### config.mk
export PLATFORM = sky130hd
export DESIGN_NAME = version_string_parse_compare_unit
export DESIGN_NICKNAME = d
export VERILOG_FILES = /design/src/vspc_pkg.sv /design/src/version_string_parse_compare_unit.sv /design/src/vspc_fifo.sv /design/src/vspc_front.sv /design/src/vspc_back.sv
export VERILOG_INCLUDE_DIRS = /design/src /design/src/src
export SDC_FILE = /design/constraint.sdc
export NUM_CORES = 1
export LEC_CHECK = 0
export ABC_CLOCK_PERIOD_IN_PS = 10300
export BUFFER_PORTS_ARGS = -buffer_cell sky130_fd_sc_hd__buf_4
export CAP_MARGIN = 20
export CORE_AREA = 2 2 179 181
export CTS_CLUSTER_DIAMETER = 40
export DETAILED_ROUTE_END_ITERATION = 10
export DIE_AREA = 0 0 181 183
export GPL_ROUTABILITY_DRIVEN = 0
export PLACE_DENSITY_LB_ADDON = 0.08
export SETUP_SLACK_MARGIN = 0.3
export SKIP_CTS_REPAIR_TIMING = 1
export SYNTH_ARGS = -nofsm -noshare
export SYNTH_HDL_FRONTEND = slang
export SYNTH_HIERARCHICAL = 1
export SYNTH_SLANG_ARGS = --single-unit
### constraint.sdc
create_clock -name clk -period 10.3 [get_ports clk]
set_clock_uncertainty 0.1 [all_clocks]
set_input_delay 2.06 -clock clk [delete_from_list [all_inputs] [get_ports clk]]
set_output_delay 2.06 -clock clk [all_outputs]
set_load 0.01 [all_outputs]
### src/assert_macros.svh
// shared assertion macros
`ifndef ASSERT_MACROS_SVH
`define ASSERT_MACROS_SVH

// property must hold on every clock edge out of reset
`define ASSERT_ALWAYS(label, prop, msg) \
    label: assert property (@(posedge clk) disable iff (!rst_n) (prop)) else $error(msg);

// consequent must hold in the cycle after the trigger
`define ASSERT_NEXT(label, trig, prop, msg) \
    label: assert property (@(posedge clk) disable iff (!rst_n) (trig) |=> (prop)) \
        else $error(msg);

`endif

### src/vspc_pkg.sv
package vspc_pkg;

    localparam int FIELD_W = 16;
    localparam int ACC_W   = 17;
    localparam int CFG_IDX_W = 2;

    localparam logic [7:0] CH_NUL   = 8'h00;
    localparam logic [7:0] CH_LO_V  = 8'h76;
    localparam logic [7:0] CH_UP_V  = 8'h56;
    localparam logic [7:0] CH_DOT   = 8'h2E;
    localparam logic [7:0] CH_ZERO  = 8'h30;
    localparam logic [7:0] CH_NINE  = 8'h39;

    localparam logic [ACC_W-1:0] ACC_SAT = 17'd65536;

    localparam logic [CFG_IDX_W-1:0] CFG_REF_MAJOR = 2'd0;
    localparam logic [CFG_IDX_W-1:0] CFG_REF_MINOR = 2'd1;
    localparam logic [CFG_IDX_W-1:0] CFG_REF_PATCH = 2'd2;
    localparam logic [CFG_IDX_W-1:0] CFG_REF_OK    = 2'd3;

    localparam logic signed [1:0] ORD_EQUAL      = 2'sb00;
    localparam logic signed [1:0] ORD_REF_NEWER  = 2'sb01;
    localparam logic signed [1:0] ORD_STR_NEWER  = 2'sb11;

    typedef enum logic [2:0] {
        PH_START     = 3'd0,
        PH_MAJ_FIRST = 3'd1,
        PH_MAJ       = 3'd2,
        PH_MIN_FIRST = 3'd3,
        PH_MIN       = 3'd4,
        PH_PAT_FIRST = 3'd5,
        PH_PAT       = 3'd6,
        PH_DONE      = 3'd7
    } phase_t;

    typedef struct packed {
        logic       is_end;
        logic       is_nul;
        logic       is_v;
        logic       is_dot;
        logic       is_digit;
        logic [3:0] digit;
    } tok_t;

    typedef struct packed {
        logic               ok;
        logic [FIELD_W-1:0] major;
        logic [FIELD_W-1:0] minor;
        logic [FIELD_W-1:0] patch;
    } res_t;

endpackage

### src/version_string_parse_compare_unit.sv
// channel   | ports                                      | handshake
// ----------+--------------------------------------------+-----------------------
// input     | ch, last                                   | push / full
// result    | order, ok, major_out, minor_out, patch_out | empty / pop
// config    | cfg_index, cfg_data                        | cfg_we, no wait
//
// one character word accepted per cycle while full is low; the ending character
// word passes the character queue and the parser step into the result queue.
// full follows the character queue, empty the result queue; the parser step
// waits when the character queue is empty or the result queue is full.
// order is compared at the result queue head against the reference registers.
// asynchronous active-low reset empties both queues and restarts the parser.
module version_string_parse_compare_unit #(
    parameter int TOK_DEPTH = 4,
    parameter int RES_DEPTH = 2
) (
    input  logic                               clk,
    input  logic                               rst_n,
    input  logic                               push,
    output logic                               full,
    input  logic [7:0]                         ch,
    input  logic                               last,
    output logic                               empty,
    input  logic                               pop,
    output logic signed [1:0]                  order,
    output logic                               ok,
    output logic [vspc_pkg::FIELD_W-1:0]       major_out,
    output logic [vspc_pkg::FIELD_W-1:0]       minor_out,
    output logic [vspc_pkg::FIELD_W-1:0]       patch_out,
    input  logic                               cfg_we,
    input  logic [vspc_pkg::CFG_IDX_W-1:0]     cfg_index,
    input  logic [vspc_pkg::FIELD_W-1:0]       cfg_data
);
    import vspc_pkg::*;

    `include "assert_macros.svh"

    tok_t               tok_in;
    tok_t               tok_out;
    logic               tok_wr;
    logic               tok_rd;
    logic               tok_empty;
    logic [$bits(tok_t)-1:0] tok_raw;
    res_t               res_in;
    res_t               res_head;
    logic               res_wr;
    logic               res_full;
    logic [$bits(res_t)-1:0] res_raw;
    logic [FIELD_W-1:0] ref_major_reg;
    logic [FIELD_W-1:0] ref_minor_reg;
    logic [FIELD_W-1:0] ref_patch_reg;
    logic               ref_ok_reg;

    vspc_front u_front (
        .push     (push),
        .ch       (ch),
        .last     (last),
        .tok_full (full),
        .tok_wr   (tok_wr),
        .tok      (tok_in)
    );

    vspc_fifo #(
        .WIDTH ($bits(tok_t)),
        .DEPTH (TOK_DEPTH)
    ) u_tok_fifo (
        .clk     (clk),
        .rst_n   (rst_n),
        .wr_en   (tok_wr),
        .wr_data (tok_in),
        .rd_en   (tok_rd),
        .rd_data (tok_raw),
        .full    (full),
        .empty   (tok_empty)
    );

    assign tok_out = tok_t'(tok_raw);

    vspc_back u_back (
        .clk       (clk),
        .rst_n     (rst_n),
        .tok       (tok_out),
        .tok_empty (tok_empty),
        .tok_rd    (tok_rd),
        .res_full  (res_full),
        .res_wr    (res_wr),
        .res       (res_in)
    );

    vspc_fifo #(
        .WIDTH ($bits(res_t)),
        .DEPTH (RES_DEPTH)
    ) u_res_fifo (
        .clk     (clk),
        .rst_n   (rst_n),
        .wr_en   (res_wr),
        .wr_data (res_in),
        .rd_en   (pop),
        .rd_data (res_raw),
        .full    (res_full),
        .empty   (empty)
    );

    assign res_head  = res_t'(res_raw);
    assign ok        = res_head.ok;
    assign major_out = res_head.major;
    assign minor_out = res_head.minor;
    assign patch_out = res_head.patch;

    always_ff @(posedge clk or negedge rst_n)
    begin
        if (!rst_n)
        begin
            ref_major_reg <= '0;
            ref_minor_reg <= '0;
            ref_patch_reg <= '0;
            ref_ok_reg    <= 1'b0;
        end
        else if (cfg_we)
        begin
            unique case (cfg_index)
                CFG_REF_MAJOR: ref_major_reg <= cfg_data;
                CFG_REF_MINOR: ref_minor_reg <= cfg_data;
                CFG_REF_PATCH: ref_patch_reg <= cfg_data;
                CFG_REF_OK:    ref_ok_reg    <= cfg_data[0];
                default:
                begin
                end
            endcase
        end
    end

    always_comb
    begin
        priority if (!(ref_ok_reg && res_head.ok))
        begin
            order = ORD_EQUAL;
        end
        else if (ref_major_reg != res_head.major)
        begin
            order = (ref_major_reg > res_head.major) ? ORD_REF_NEWER : ORD_STR_NEWER;
        end
        else if (ref_minor_reg != res_head.minor)
        begin
            order = (ref_minor_reg > res_head.minor) ? ORD_REF_NEWER : ORD_STR_NEWER;
        end
        else if (ref_patch_reg != res_head.patch)
        begin
            order = (ref_patch_reg > res_head.patch) ? ORD_REF_NEWER : ORD_STR_NEWER;
        end
        else
        begin
            order = ORD_EQUAL;
        end
    end

    `ASSERT_ALWAYS(a_invalid_equal, empty || ok || order == ORD_EQUAL,
                   "ordering given for an invalid word")

endmodule

### src/vspc_fifo.sv
`include "assert_macros.svh"

module vspc_fifo #(
    parameter int WIDTH = 9,
    parameter int DEPTH = 4
) (
    input  logic             clk,
    input  logic             rst_n,
    input  logic             wr_en,
    input  logic [WIDTH-1:0] wr_data,
    input  logic             rd_en,
    output logic [WIDTH-1:0] rd_data,
    output logic             full,
    output logic             empty
);
    localparam int PW = (DEPTH > 1) ? $clog2(DEPTH) : 1;
    localparam int CW = $clog2(DEPTH + 1);
    localparam logic [CW-1:0] FULL_CNT = CW'(DEPTH);
    localparam logic [PW-1:0] LAST_PTR = PW'(DEPTH - 1);

    logic [WIDTH-1:0] mem_reg [DEPTH];
    logic [PW-1:0]    wr_ptr_reg;
    logic [PW-1:0]    wr_ptr_next;
    logic [PW-1:0]    rd_ptr_reg;
    logic [PW-1:0]    rd_ptr_next;
    logic [CW-1:0]    count_reg;
    logic [CW-1:0]    count_next;
    logic             do_wr;
    logic             do_rd;

    assign full    = (count_reg == FULL_CNT);
    assign empty   = (count_reg == '0);
    assign do_wr   = wr_en && !full;
    assign do_rd   = rd_en && !empty;
    assign rd_data = mem_reg[rd_ptr_reg];

    always_comb
    begin
        wr_ptr_next = wr_ptr_reg;
        rd_ptr_next = rd_ptr_reg;
        count_next  = count_reg;
        if (do_wr)
        begin
            wr_ptr_next = (wr_ptr_reg == LAST_PTR) ? '0 : wr_ptr_reg + 1'b1;
        end
        if (do_rd)
        begin
            rd_ptr_next = (rd_ptr_reg == LAST_PTR) ? '0 : rd_ptr_reg + 1'b1;
        end
        if (do_wr && !do_rd)
        begin
            count_next = count_reg + 1'b1;
        end
        else if (do_rd && !do_wr)
        begin
            count_next = count_reg - 1'b1;
        end
    end

    always_ff @(posedge clk or negedge rst_n)
    begin
        if (!rst_n)
        begin
            wr_ptr_reg <= '0;
            rd_ptr_reg <= '0;
            count_reg  <= '0;
        end
        else
        begin
            wr_ptr_reg <= wr_ptr_next;
            rd_ptr_reg <= rd_ptr_next;
            count_reg  <= count_next;
        end
    end

    always_ff @(posedge clk)
    begin
        if (do_wr)
        begin
            mem_reg[wr_ptr_reg] <= wr_data;
        end
    end

    `ASSERT_ALWAYS(a_count_bound, count_reg <= FULL_CNT, "fifo count past depth")
    `ASSERT_NEXT(a_count_step, do_wr && !do_rd, count_reg == $past(count_reg) + 1'b1,
                 "fifo count did not advance on write")

endmodule

### src/vspc_front.sv
module vspc_front (
    input  logic           push,
    input  logic [7:0]     ch,
    input  logic           last,
    input  logic           tok_full,
    output logic           tok_wr,
    output vspc_pkg::tok_t tok
);
    import vspc_pkg::*;

    // character classification
    always_comb
    begin
        tok          = '0;
        tok.is_nul   = (ch == CH_NUL);
        tok.is_end   = (ch == CH_NUL) || last;
        tok.is_v     = (ch == CH_LO_V) || (ch == CH_UP_V);
        tok.is_dot   = (ch == CH_DOT);
        tok.is_digit = (ch >= CH_ZERO) && (ch <= CH_NINE);
        tok.digit    = tok.is_digit ? ch[3:0] : 4'd0;
    end

    assign tok_wr = push && !tok_full;

endmodule

### src/vspc_back.sv
`include "assert_macros.svh"

module vspc_back (
    input  logic           clk,
    input  logic           rst_n,
    input  vspc_pkg::tok_t tok,
    input  logic           tok_empty,
    output logic           tok_rd,
    input  logic           res_full,
    output logic           res_wr,
    output vspc_pkg::res_t res
);
    import vspc_pkg::*;

    phase_t             phase_reg;
    phase_t             phase_next;
    logic [ACC_W-1:0]   accum_reg;
    logic [ACC_W-1:0]   accum_next;
    logic [FIELD_W-1:0] major_reg;
    logic [FIELD_W-1:0] major_next;
    logic [FIELD_W-1:0] minor_reg;
    logic [FIELD_W-1:0] minor_next;
    logic [FIELD_W-1:0] patch_reg;
    logic [FIELD_W-1:0] patch_next;
    logic               ok_reg;
    logic               ok_next;
    logic [19:0]        prod;
    logic [ACC_W-1:0]   acc_sat;
    logic [ACC_W-1:0]   acc_digit;

    assign tok_rd    = !tok_empty && !res_full;
    assign prod      = 20'(accum_reg) * 20'd10 + 20'(tok.digit);
    assign acc_sat   = (prod > 20'(ACC_SAT)) ? ACC_SAT : prod[ACC_W-1:0];
    assign acc_digit = ACC_W'(tok.digit);

    always_comb
    begin
        phase_next = phase_reg;
        accum_next = accum_reg;
        major_next = major_reg;
        minor_next = minor_reg;
        patch_next = patch_reg;
        ok_next    = ok_reg;
        res_wr     = 1'b0;
        res        = '0;
        if (tok_rd)
        begin
            if (!tok.is_nul)
            begin
                unique case (phase_reg)
                    PH_START:
                    begin
                        if (tok.is_v)
                        begin
                            phase_next = PH_MAJ_FIRST;
                        end
                        else if (tok.is_digit)
                        begin
                            accum_next = acc_digit;
                            phase_next = PH_MAJ;
                        end
                        else
                        begin
                            phase_next = PH_DONE;
                        end
                    end
                    PH_MAJ_FIRST, PH_MIN_FIRST, PH_PAT_FIRST:
                    begin
                        if (tok.is_digit)
                        begin
                            accum_next = acc_digit;
                            unique case (phase_reg)
                                PH_MAJ_FIRST: phase_next = PH_MAJ;
                                PH_MIN_FIRST: phase_next = PH_MIN;
                                default:      phase_next = PH_PAT;
                            endcase
                        end
                        else
                        begin
                            phase_next = PH_DONE;
                        end
                    end
                    PH_MAJ, PH_MIN:
                    begin
                        if (tok.is_digit)
                        begin
                            accum_next = acc_sat;
                        end
                        else
                        begin
                            phase_next = PH_DONE;
                            if (!accum_reg[ACC_W-1])
                            begin
                                if (phase_reg == PH_MAJ)
                                begin
                                    major_next = accum_reg[FIELD_W-1:0];
                                end
                                else
                                begin
                                    minor_next = accum_reg[FIELD_W-1:0];
                                end
                                if (tok.is_dot)
                                begin
                                    accum_next = '0;
                                    phase_next = (phase_reg == PH_MAJ) ? PH_MIN_FIRST
                                                                       : PH_PAT_FIRST;
                                end
                            end
                        end
                    end
                    PH_PAT:
                    begin
                        if (tok.is_digit)
                        begin
                            accum_next = acc_sat;
                        end
                        else
                        begin
                            phase_next = PH_DONE;
                            if (!accum_reg[ACC_W-1])
                            begin
                                patch_next = accum_reg[FIELD_W-1:0];
                                ok_next    = 1'b1;
                            end
                        end
                    end
                    default:
                    begin
                    end
                endcase
            end
            if (tok.is_end)
            begin
                // field digits running into end of string
                if (!accum_next[ACC_W-1])
                begin
                    unique case (phase_next)
                        PH_MAJ: major_next = accum_next[FIELD_W-1:0];
                        PH_MIN: minor_next = accum_next[FIELD_W-1:0];
                        PH_PAT:
                        begin
                            patch_next = accum_next[FIELD_W-1:0];
                            ok_next    = 1'b1;
                        end
                        default:
                        begin
                        end
                    endcase
                end
                res_wr     = 1'b1;
                res.ok     = ok_next;
                res.major  = major_next;
                res.minor  = minor_next;
                res.patch  = patch_next;
                phase_next = PH_START;
                accum_next = '0;
                major_next = '0;
                minor_next = '0;
                patch_next = '0;
                ok_next    = 1'b0;
            end
        end
    end

    always_ff @(posedge clk or negedge rst_n)
    begin
        if (!rst_n)
        begin
            phase_reg <= PH_START;
            accum_reg <= '0;
            major_reg <= '0;
            minor_reg <= '0;
            patch_reg <= '0;
            ok_reg    <= 1'b0;
        end
        else
        begin
            phase_reg <= phase_next;
            accum_reg <= accum_next;
            major_reg <= major_next;
            minor_reg <= minor_next;
            patch_reg <= patch_next;
            ok_reg    <= ok_next;
        end
    end

    `ASSERT_NEXT(a_end_restarts, tok_rd && tok.is_end,
                 phase_reg == PH_START && accum_reg == '0 && !ok_reg,
                 "parser not cleared after end of string")
    `ASSERT_ALWAYS(a_ok_in_done, !ok_reg || phase_reg == PH_DONE,
                   "valid flag set before patch completed")

endmodule

==> results.py, run 1 <==
metrics = {
    "run_status": {
        "status": "completed",
    },
    "clock_tree": {
        "clk-insertion-delay-late_ns": 0.53,
        "cts_max_path_buffers": 3,
        "tritoncts": "built",
        "cts.sinks": 263,
        "cts_root_buffer": "clkbuf_16",
        "h-tree-depth": 2,
        "path_clk_slew_ns": 0.06,
        "cts_made_buffers": 42,
    },
    "placement": {
        "dp.cells": 1788,
        "post-place-ws_ns": 4.49,
        "port-buffer-count": 84,
        "placed_area_um2": 16200,
        "hpwl_um": 26900,
    },
    "detailed_routing": {
        "vias": 11000,
        "drtAntennaViolNets": 0,
        "wl_met1_um": 18000,
        "met2_length_um": 18100,
        "wirelength_um": 39500,
        "top_layer": "met4",
        "first_iter_violations": 818,
        "wl_met3_um": 2230,
        "drc_errors": 0,
        "first_pass_iters": 7,
        "viasPerCell": 5.90,
        "wl_per_cell_um": 21.2,
    },
    "global_routing": {
        "grt_pass1_vias": 10900,
        "grt_overflow": 0,
        "grt_max_degree": 83,
        "grt_pass1_wl_um": 62300,
        "grtUsageTotal": 0.240,
        "antenna_found_initial": 0,
    },
    "yosys": {
        "ys_ff_latch": 263,
        "synthCells": 1374,
        "ys_warn_count": 6,
        "ys_seq_area_frac": 0.473,
        "yosysUniqueCellTypes": 92,
        "synth_area_leaders": "edfxtp_1 (26%), dfrtp_1 (21%), ha_1 (7.2%), mux2_4 (5.0%), a211oi_1 (3.9%)",
        "synth_area_per_cell_um2": 11.2,
        "ys_async_sr_fraction": 0.490,
        "syn_nets": 1497,
        "synth.top_cell.area_share": 0.262,
        "ys.flop_type": "edfxtp_1",
        "syn_area_um2": 15300,
        "synth-edff-count": 134,
        "yosysTopAreaCell": "edfxtp_1",
    },
    "setup_path": {
        "path_buf_inv": 3,
        "startpoint_type": "register",
        "cp_num_cells": 11,
        "critPathRequiredTime_ns": 8.14,
        "path_cells": "buf_4 > mux2_4 > inv_1 > ha_1 > nand4_2 > nor4_2 > nand2_1 > or4_1 > o31a_1 > o21ai_2 > buf_4",
        "cpLargestDelayFamily": "simple AND/OR/NAND/NOR gates",
        "cp-end-kind": "primary output",
        "arrival_ns": 4.06,
        "timing.critical_path.mode_cell": "buf_4",
        "slowest_delay_ns": 0.65,
        "crit_fanout": 36,
        "slowest_stage": "dfrtp_2",
        "r2r_cells": 15,
        "path_class": "register to primary output",
    },
    "die": {
        "pin_count": 85,
        "row_count": 65,
        "core-area_um2": 31200,
        "dieArea_um2": 33100,
        "dieHeight_um": 183,
        "initial_utilization": 0.491,
        "die_x_um": 181,
    },
    "timing": {
        "worst_pin_slew_ns": 1.08,
        "fin_tns_setup_ns": 0,
        "fin_crit_sh": 0.604,
        "drv_slew": 0,
        "final_hold_viol_count": 0,
        "setup_viol": 0,
        "layout_setup_ws_ns": 4.08,
        "whs_ns": 0.370,
        "finalCriticalPeriod_ns": 6.22,
        "rsz0062_at_grt": "no",
        "fmax_mhz": 161,
        "slew_headroom": 0.278,
    },
    "run": {
        "maxCapViolations": 0,
    },
    "cells_and_area": {
        "n_antenna_cell": 0,
        "stdcell_count": 1865,
        "utilization": 0.565,
        "final_cell_area_um2": 17700,
        "largest_reg_flops": 98,
        "syn2layout_area_growth_pct": 15.1,
        "layout-drive-gt1-share": 0.192,
        "nNetsFinal": 1553,
    },
    "min_path": {
        "whs_path_depth": 2,
        "hold_class": "register to register",
    },
    "power_and_ir_drop": {
        "ir_drop_mv": 0.181,
        "p_leak_nw": 7.19,
        "p_per_area_nw_per_um2": 298,
        "power_mw": 5.26,
    },
}
-- path summary, 6_finish.rpt --
| kind | start | endpoint | slack, ns |
|---|---|---|---|
| hold / removal | u_back/minor_reg[1]$_DFFE_PN0P_ | u_back/minor_reg[1]$_DFFE_PN0P_ | 0.37 |
| min in group asynchronous | rst_n | ref_patch_reg[11]$_DFFE_PN0P_ | 1.49 |
| max in group asynchronous | rst_n | u_res_fifo/rd_ptr_reg$_DFFE_PN0P_ | 7.31 |
| hold reg to reg | u_back/minor_reg[1]$_DFFE_PN0P_ | u_back/minor_reg[1]$_DFFE_PN0P_ | 0.37 |
| setup reg to reg | u_tok_fifo/rd_ptr_reg[0]$_DFFE_PN0P_ | u_res_fifo/mem_reg[0][47]$_DFFE_PP_ | 4.55 |
| setup / recovery | u_res_fifo/rd_ptr_reg$_DFFE_PN0P_ | order[1] | 4.08 |
-- kinds of logic after synthesis --
family          count (synthesis)  share of synthesized area
fa+ha+maj                      91                     0.0757
simple gates                  360                      0.127
flops                         263                      0.473
xor+xnor                       32                     0.0193
compound gates                356                      0.152
mux                           122                      0.108
buf+inv                       150                     0.0442
-- cell usage in the layout (no fill, tap or decap), drive strengths merged, types with 53 or more instances in the layout --
cell type  count
a211oi        81
a21oi         90
and2          53
buf          100
dfrtp        129
edfxtp       134
ha            88
inv           77
mux2         107
nand2        118
nor2          55
o21ai         84
-- report_power, final --
group / internal [mW] / switching, mW / leakage [nW]
logic: 0.881 / 1.36 / 3.58
clock network: 0.893 / 0.542 / 0.700
registers: 1.43 / 0.166 / 2.91
total: 3.20 / 2.06 / 7.19
-- routing by layer --
| metal | vias to the layer above | track usage |
|---|---|---|
| li1 | 5248 | - |
| met1 | 5393 | 0.325 |
| met2 | 284 | 0.387 |
| met3 | 75 | 0.0455 |
| met4 | 0 | 0.0842 |
| met5 | - | 0 |
-- Yosys cell counts, drive strengths merged (7+ instances only) --
master	instances
a211oi	81
a21o	8
a21oi	90
a22oi	9
a311oi	14
and2	53
and3	7
buf	21
clkbuf	67
dfrtp	129
edfxtp	134
ha	88
inv	62
mux2	107
mux4	9
nand2	118
nand3	19
nand4	15
nor2	55
nor2b	15
nor3	24
nor4	8
o21ai	84
xnor2	19
xor2	13
-- worst reg2reg max path, cell delays in order (launching register included) --
cell and delay, ns:
dfrtp_1 0.75, mux4_2 0.64, ha_1 0.25, fa_1 0.43, a21oi_1 0.21, nand2_1 0.07, mux2_1 0.28, o32ai_1 0.21
nand3_1 0.13, or4_1 0.39, or4_1 0.41, o31a_1 0.42, nor4_4 0.24, buf_4 0.30, a22oi_1 0.21, a211oi_1 0.48
-- layout make-up --
cell class / instances / area (µm²)
Inverter: 62 / 233
Clock buffer: 45 / 1090
Tap cell: 402 / 503
Sequential cell: 263 / 7250
Multi-Input combinational cell: 961 / 7460
Fill cell: 2646 / 13600
Timing Repair Buffer: 100 / 754
Clock inverter: 32 / 355
Note: power is estimated with default switching activity, not from simulation.
==> run 2: changes to the inputs <==
ABC_CLOCK_PERIOD_IN_PS = 5600   (was 10300)
clock period = 5.6 ns   (was 10.3 ns; I/O delays follow)
==> results.py, run 2 (synthesis results as in run 1) <==
metrics = {
    "run_status": {
        "status": "completed",
    },
    "timing": {
        "finalCriticalPeriod_ns": 5.16,
        "whs_ns": 0.373,
        "drv_slew": 0,
        "fmax_mhz": 194,
        "setup_viol": 0,
        "worst_pin_slew_ns": 1.13,
        "slew_headroom": 0.245,
        "fin_crit_sh": 0.921,
        "rsz0062_at_grt": "yes",
        "fin_tns_setup_ns": 0,
        "final_hold_viol_count": 0,
    },
    "detailed_routing": {
        "drc_errors": 0,
        "viasPerCell": 6.02,
        "vias": 11300,
        "wirelength_um": 40100,
        "drtAntennaViolNets": 0,
        "first_iter_violations": 877,
        "first_pass_iters": 5,
        "wl_per_cell_um": 21.3,
    },
    "min_path": {
        "worstHoldStart": "u_back/major_reg[10]$_DFFE_PN0P_",
        "holdPathEnd": "u_back/major_reg[10]$_DFFE_PN0P_",
        "whs_path_depth": 2,
        "hold_class": "register to register",
    },
    "die": {
        "row_count": 65,
        "core-area_um2": 31200,
        "pin_count": 85,
        "initial_utilization": 0.491,
        "dieHeight_um": 183,
        "die_x_um": 181,
        "dieArea_um2": 33100,
    },
    "clock_tree": {
        "h-tree-depth": 2,
        "cts_max_path_buffers": 3,
        "clk-insertion-delay-late_ns": 0.54,
        "path_clk_slew_ns": 0.06,
        "tritoncts": "built",
        "cts_root_buffer": "clkbuf_16",
        "cts.sinks": 263,
        "cts_made_buffers": 41,
    },
    "placement": {
        "placed_area_um2": 16400,
        "dp.cells": 1807,
        "port-buffer-count": 84,
        "hpwl_um": 27300,
    },
    "setup_path": {
        "critPathRequiredTime_ns": 5.81,
        "r2r-end": "u_res_fifo/mem_reg[0][22]$_DFFE_PP_",
        "arrival_ns": 5.37,
        "r2r_slack_ns": 0.44,
        "worstReg2RegStart": "u_back/accum_reg[1]$_DFFE_PN0P_",
        "r2r_cells": 15,
        "startpoint_type": "register",
        "crit_fanout": 23,
        "path_class": "register to register",
        "cp-end-kind": "register",
    },
    "global_routing": {
        "grt_max_degree": 92,
        "grt_pass1_wl_um": 63300,
        "antenna_found_initial": 0,
        "grt_pass1_vias": 11000,
        "grt_overflow": 0,
        "grtUsageTotal": 0.244,
    },
    "cells_and_area": {
        "nNetsFinal": 1572,
        "stdcell_count": 1884,
        "utilization": 0.577,
        "layout_common_cells": "edfxtp_1 (134), dfrtp_1 (127), nand2_1 (116), buf_4 (114), ha_1 (88)",
        "n_antenna_cell": 0,
        "syn2layout_area_growth_pct": 17.6,
        "fill_cells": 2615,
        "layout-drive-gt1-share": 0.225,
        "largest_reg_flops": 98,
        "final_cell_area_um2": 18000,
        "layout_commonest_cell": "edfxtp_1",
    },
    "power_and_ir_drop": {
        "p_per_area_nw_per_um2": 546,
        "p_leak_nw": 7.35,
        "ir_drop_mv": 0.402,
    },
    "run": {
        "maxCapViolations": 0,
    },
}
[run 2: cell types whose count changed in the layout (fill, tap and decap cells not counted), sizes merged]
cell	before	now
bufinv	4	3
clkinv	8	13
inv	77	78
buf	100	120
clkbuf	45	43
clkinvlp	5	1
[run 2: layer usage]
metal  GRT usage  wire (µm)  part of all wire  vias up
li1            -          -                 -     5300
met2       0.402      18700              0.47      404
met4      0.0972       1400             0.035        0
met1       0.324      17500              0.44     5537
met5           0          0                 0        -
met3      0.0397       2520             0.063       95
[run 2: where the power goes]
group | leakage (nW) | switching [mW] | internal (mW) | total, mW
logic | 3.75 | 2.68 | 1.74 | 4.41
clock network | 0.688 | 1.02 | 1.54 | 2.57
registers | 2.91 | 0.255 | 2.62 | 2.88
[run 2: cell type report]
class	instances	area, µm²	share of cell area
Inverter	62	233	0.0129
Sequential cell	263	7250	0.402
Clock inverter	33	368	0.0204
Timing Repair Buffer	120	962	0.0534
Clock buffer	43	1030	0.0573
Multi-Input combinational cell	961	7680	0.426
Tap cell	402	503	0.0279
[run 2: how the worst max path moves through the flow]
stage,from,to,slack (ns),depth (start not counted)
after floorplan,u_tok_fifo/rd_ptr_reg[0]$_DFFE_PN0P_,u_res_fifo/mem_reg[0][47]$_DFFE_PP_,0.76,16
after global placement,u_back/accum_reg[1]$_DFFE_PN0P_,u_res_fifo/mem_reg[1][19]$_DFFE_PP_,0.49,13
after detailed placement,u_tok_fifo/rd_ptr_reg[0]$_DFFE_PN0P_,u_res_fifo/mem_reg[1][38]$_DFFE_PP_,0.38,15
after CTS,u_tok_fifo/rd_ptr_reg[0]$_DFFE_PN0P_,u_res_fifo/mem_reg[0][38]$_DFFE_PP_,0.35,15
after global routing,u_tok_fifo/rd_ptr_reg[0]$_DFFE_PN0P_,u_res_fifo/mem_reg[1][22]$_DFFE_PP_,0.22,15
final,u_back/accum_reg[1]$_DFFE_PN0P_,u_res_fifo/mem_reg[0][22]$_DFFE_PP_,0.44,15
[run 2: through the flow]
stage	power (mW)	setup slack (ns)
6_report	9.85	0.441
3_5_place_dp	7.18	0.382
2_1_floorplan	5.75	0.764
4_1_cts	9.80	0.350
5_1_grt	10.5	0.223
3_3_place_gp	7.14	0.489
[run 2: worst max-delay path: stages, from the launching register on]
cell and delay [ns]:
dfrtp_1 0.38, ha_1 0.30, ha_1 0.23, fa_1 0.49, a211oi_4 0.32, nor2_1 0.12, xnor2_2 0.18, nor3_1 0.39
nand4_1 0.17, xnor2_1 0.23, or4_1 0.56, o31a_1 0.41, nor4_4 0.30, buf_12 0.22, nand2_1 0.15, a311oi_1 0.36
==> run 3: changes to the inputs <==
ABC_CLOCK_PERIOD_IN_PS = 6200   (was 5600)
BUFFER_PORTS_ARGS = not set   (was -buffer_cell sky130_fd_sc_hd__buf_4)
CORE_AREA = 2 2 230 141   (was 2 2 179 181)
DIE_AREA = 0 0 232 143   (was 0 0 181 183)
DONT_BUFFER_PORTS = 1   (was not set)
clock period = 6.2 ns   (was 5.6 ns; I/O delays follow)
==> results.py, run 3 (synthesis results as in run 1) <==
metrics = {
    "cells_and_area": {
        "syn2layout_area_growth_pct": 10.4,
        "final_cell_area_um2": 16900,
        "utilization": 0.547,
        "layout_common_cells": "edfxtp_1 (134), dfrtp_1 (127), nand2_1 (116), ha_1 (88), a21oi_1 (86)",
        "fill_cells": 2625,
        "n_antenna_cell": 0,
        "nNetsFinal": 1475,
        "layout_commonest_cell": "edfxtp_1",
        "layout-drive-gt1-share": 0.145,
        "stdcell_count": 1795,
        "largest_reg_flops": 98,
    },
    "setup_path": {
        "critPathRequiredTime_ns": 6.37,
        "crit_fanout": 23,
        "r2r-end": "u_res_fifo/mem_reg[0][23]$_DFFE_PP_",
        "r2r_slack_ns": 0.63,
        "startpoint_type": "register",
        "worstReg2RegStart": "u_back/accum_reg[3]$_DFFE_PN0P_",
        "arrival_ns": 5.74,
        "path_class": "register to register",
        "cp-end-kind": "register",
        "r2r_cells": 14,
    },
    "timing": {
        "finalCriticalPeriod_ns": 5.57,
        "setup_viol": 0,
        "drv_slew": 0,
        "worst_pin_slew_ns": 1.17,
        "fin_tns_setup_ns": 0,
        "fin_crit_sh": 0.899,
        "layout_setup_ws_ns": 0.628,
        "whs_ns": 0.330,
        "slew_headroom": 0.219,
        "final_hold_viol_count": 0,
        "fmax_mhz": 179,
        "rsz0062_at_grt": "yes",
    },
    "clock_tree": {
        "tritoncts": "built",
        "clk-insertion-delay-late_ns": 0.53,
        "cts_made_buffers": 35,
        "path_clk_slew_ns": 0.06,
        "cts.sinks": 263,
        "cts_root_buffer": "clkbuf_16",
        "h-tree-depth": 2,
        "cts_max_path_buffers": 3,
    },
    "power_and_ir_drop": {
        "switchingPower_mw": 3.43,
        "clkPwrFrac": 0.248,
        "p_seq_frac": 0.319,
        "switching_share": 0.413,
        "power_frac_comb": 0.433,
        "ir_drop_mv": 0.614,
        "power_mw": 8.30,
        "p_leak_nw": 6.74,
        "intPower_mw": 4.88,
        "p_per_area_nw_per_um2": 490,
    },
    "global_routing": {
        "grt_overflow": 0,
        "grtUsageTotal": 0.255,
        "grt_pass1_wl_um": 64100,
        "antenna_found_initial": 0,
        "grt_pass1_vias": 10400,
        "grt_max_degree": 130,
    },
    "die": {
        "dieArea_um2": 33200,
        "pin_count": 85,
        "initial_utilization": 0.495,
        "dieHeight_um": 143,
        "row_count": 50,
        "core-area_um2": 31000,
        "die_x_um": 232,
    },
    "min_path": {
        "hold_class": "input port to async pin",
    },
    "run": {
        "maxCapViolations": 0,
    },
    "placement": {
        "port-buffer-count": 0,
        "hpwl_um": 29700,
        "post-place-ws_ns": 0.545,
        "placed_area_um2": 15700,
        "dp.cells": 1730,
    },
    "detailed_routing": {
        "first_pass_iters": 5,
        "drtAntennaViolNets": 0,
        "first_iter_violations": 889,
        "wirelength_um": 41500,
        "wl_per_cell_um": 23.1,
        "vias": 11000,
        "drc_errors": 0,
        "viasPerCell": 6.11,
    },
    "run_status": {
        "status": "completed",
    },
}
[run 3: worst max-delay path by stage]
stage | startpoint | end | slack (ns) | cells after the start
floorplan | u_tok_fifo/rd_ptr_reg[0]$_DFFE_PN0P_ | u_res_fifo/mem_reg[0][47]$_DFFE_PP_ | 1.36 | 16
global placement | u_tok_fifo/rd_ptr_reg[0]$_DFFE_PN0P_ | u_res_fifo/mem_reg[1][4]$_DFFE_PP_ | 0.65 | 15
detailed placement | u_tok_fifo/rd_ptr_reg[0]$_DFFE_PN0P_ | u_res_fifo/mem_reg[1][4]$_DFFE_PP_ | 0.54 | 15
CTS | u_tok_fifo/rd_ptr_reg[0]$_DFFE_PN0P_ | u_res_fifo/mem_reg[0][4]$_DFFE_PP_ | 0.52 | 15
global route | u_back/accum_reg[3]$_DFFE_PN0P_ | u_res_fifo/mem_reg[1][39]$_DFFE_PP_ | 0.24 | 14
finish | u_back/accum_reg[3]$_DFFE_PN0P_ | u_res_fifo/mem_reg[0][23]$_DFFE_PP_ | 0.63 | 14
[run 3: cell type report]
type,count,area (µm²),area share
Tap cell,416,520,0.0307
Sequential cell,263,7250,0.428
Multi-Input combinational cell,961,7480,0.442
Timing Repair Buffer,29,250,0.0148
Inverter,62,233,0.0137
Clock inverter,27,292,0.0172
Clock buffer,37,905,0.0534
[run 3: critical path, cell delays in order (launching register included)]
cell	delay [ns]
dfrtp_1	0.58
ha_1	0.32
ha_1	0.24
fa_1	0.45
xor2_1	0.35
nand4_1	0.23
nor3_2	0.36
xor2_1	0.17
or4_1	0.51
or4_1	0.41
o31a_1	0.43
nor4_4	0.24
buf_4	0.30
nand2_1	0.17
a311oi_1	0.46
[run 3: power groups by stage]
stage	combinational, mW	clock (mW)	sequential [mW]
detailed placement	3.54	0	2.68
floorplan	2.67	0	2.53
global placement	3.51	0	2.66
finish	3.60	2.06	2.65
global route	3.91	2.18	2.70
CTS	3.56	2.10	2.65
[run 3: routing by layer]
| metal | share of wire | global-route usage |
|---|---|---|
| met4 | 0.013 | 0.0503 |
| met3 | 0.078 | 0.0549 |
| met5 | 0 | 0 |
| met2 | 0.40 | 0.342 |
| met1 | 0.51 | 0.413 |
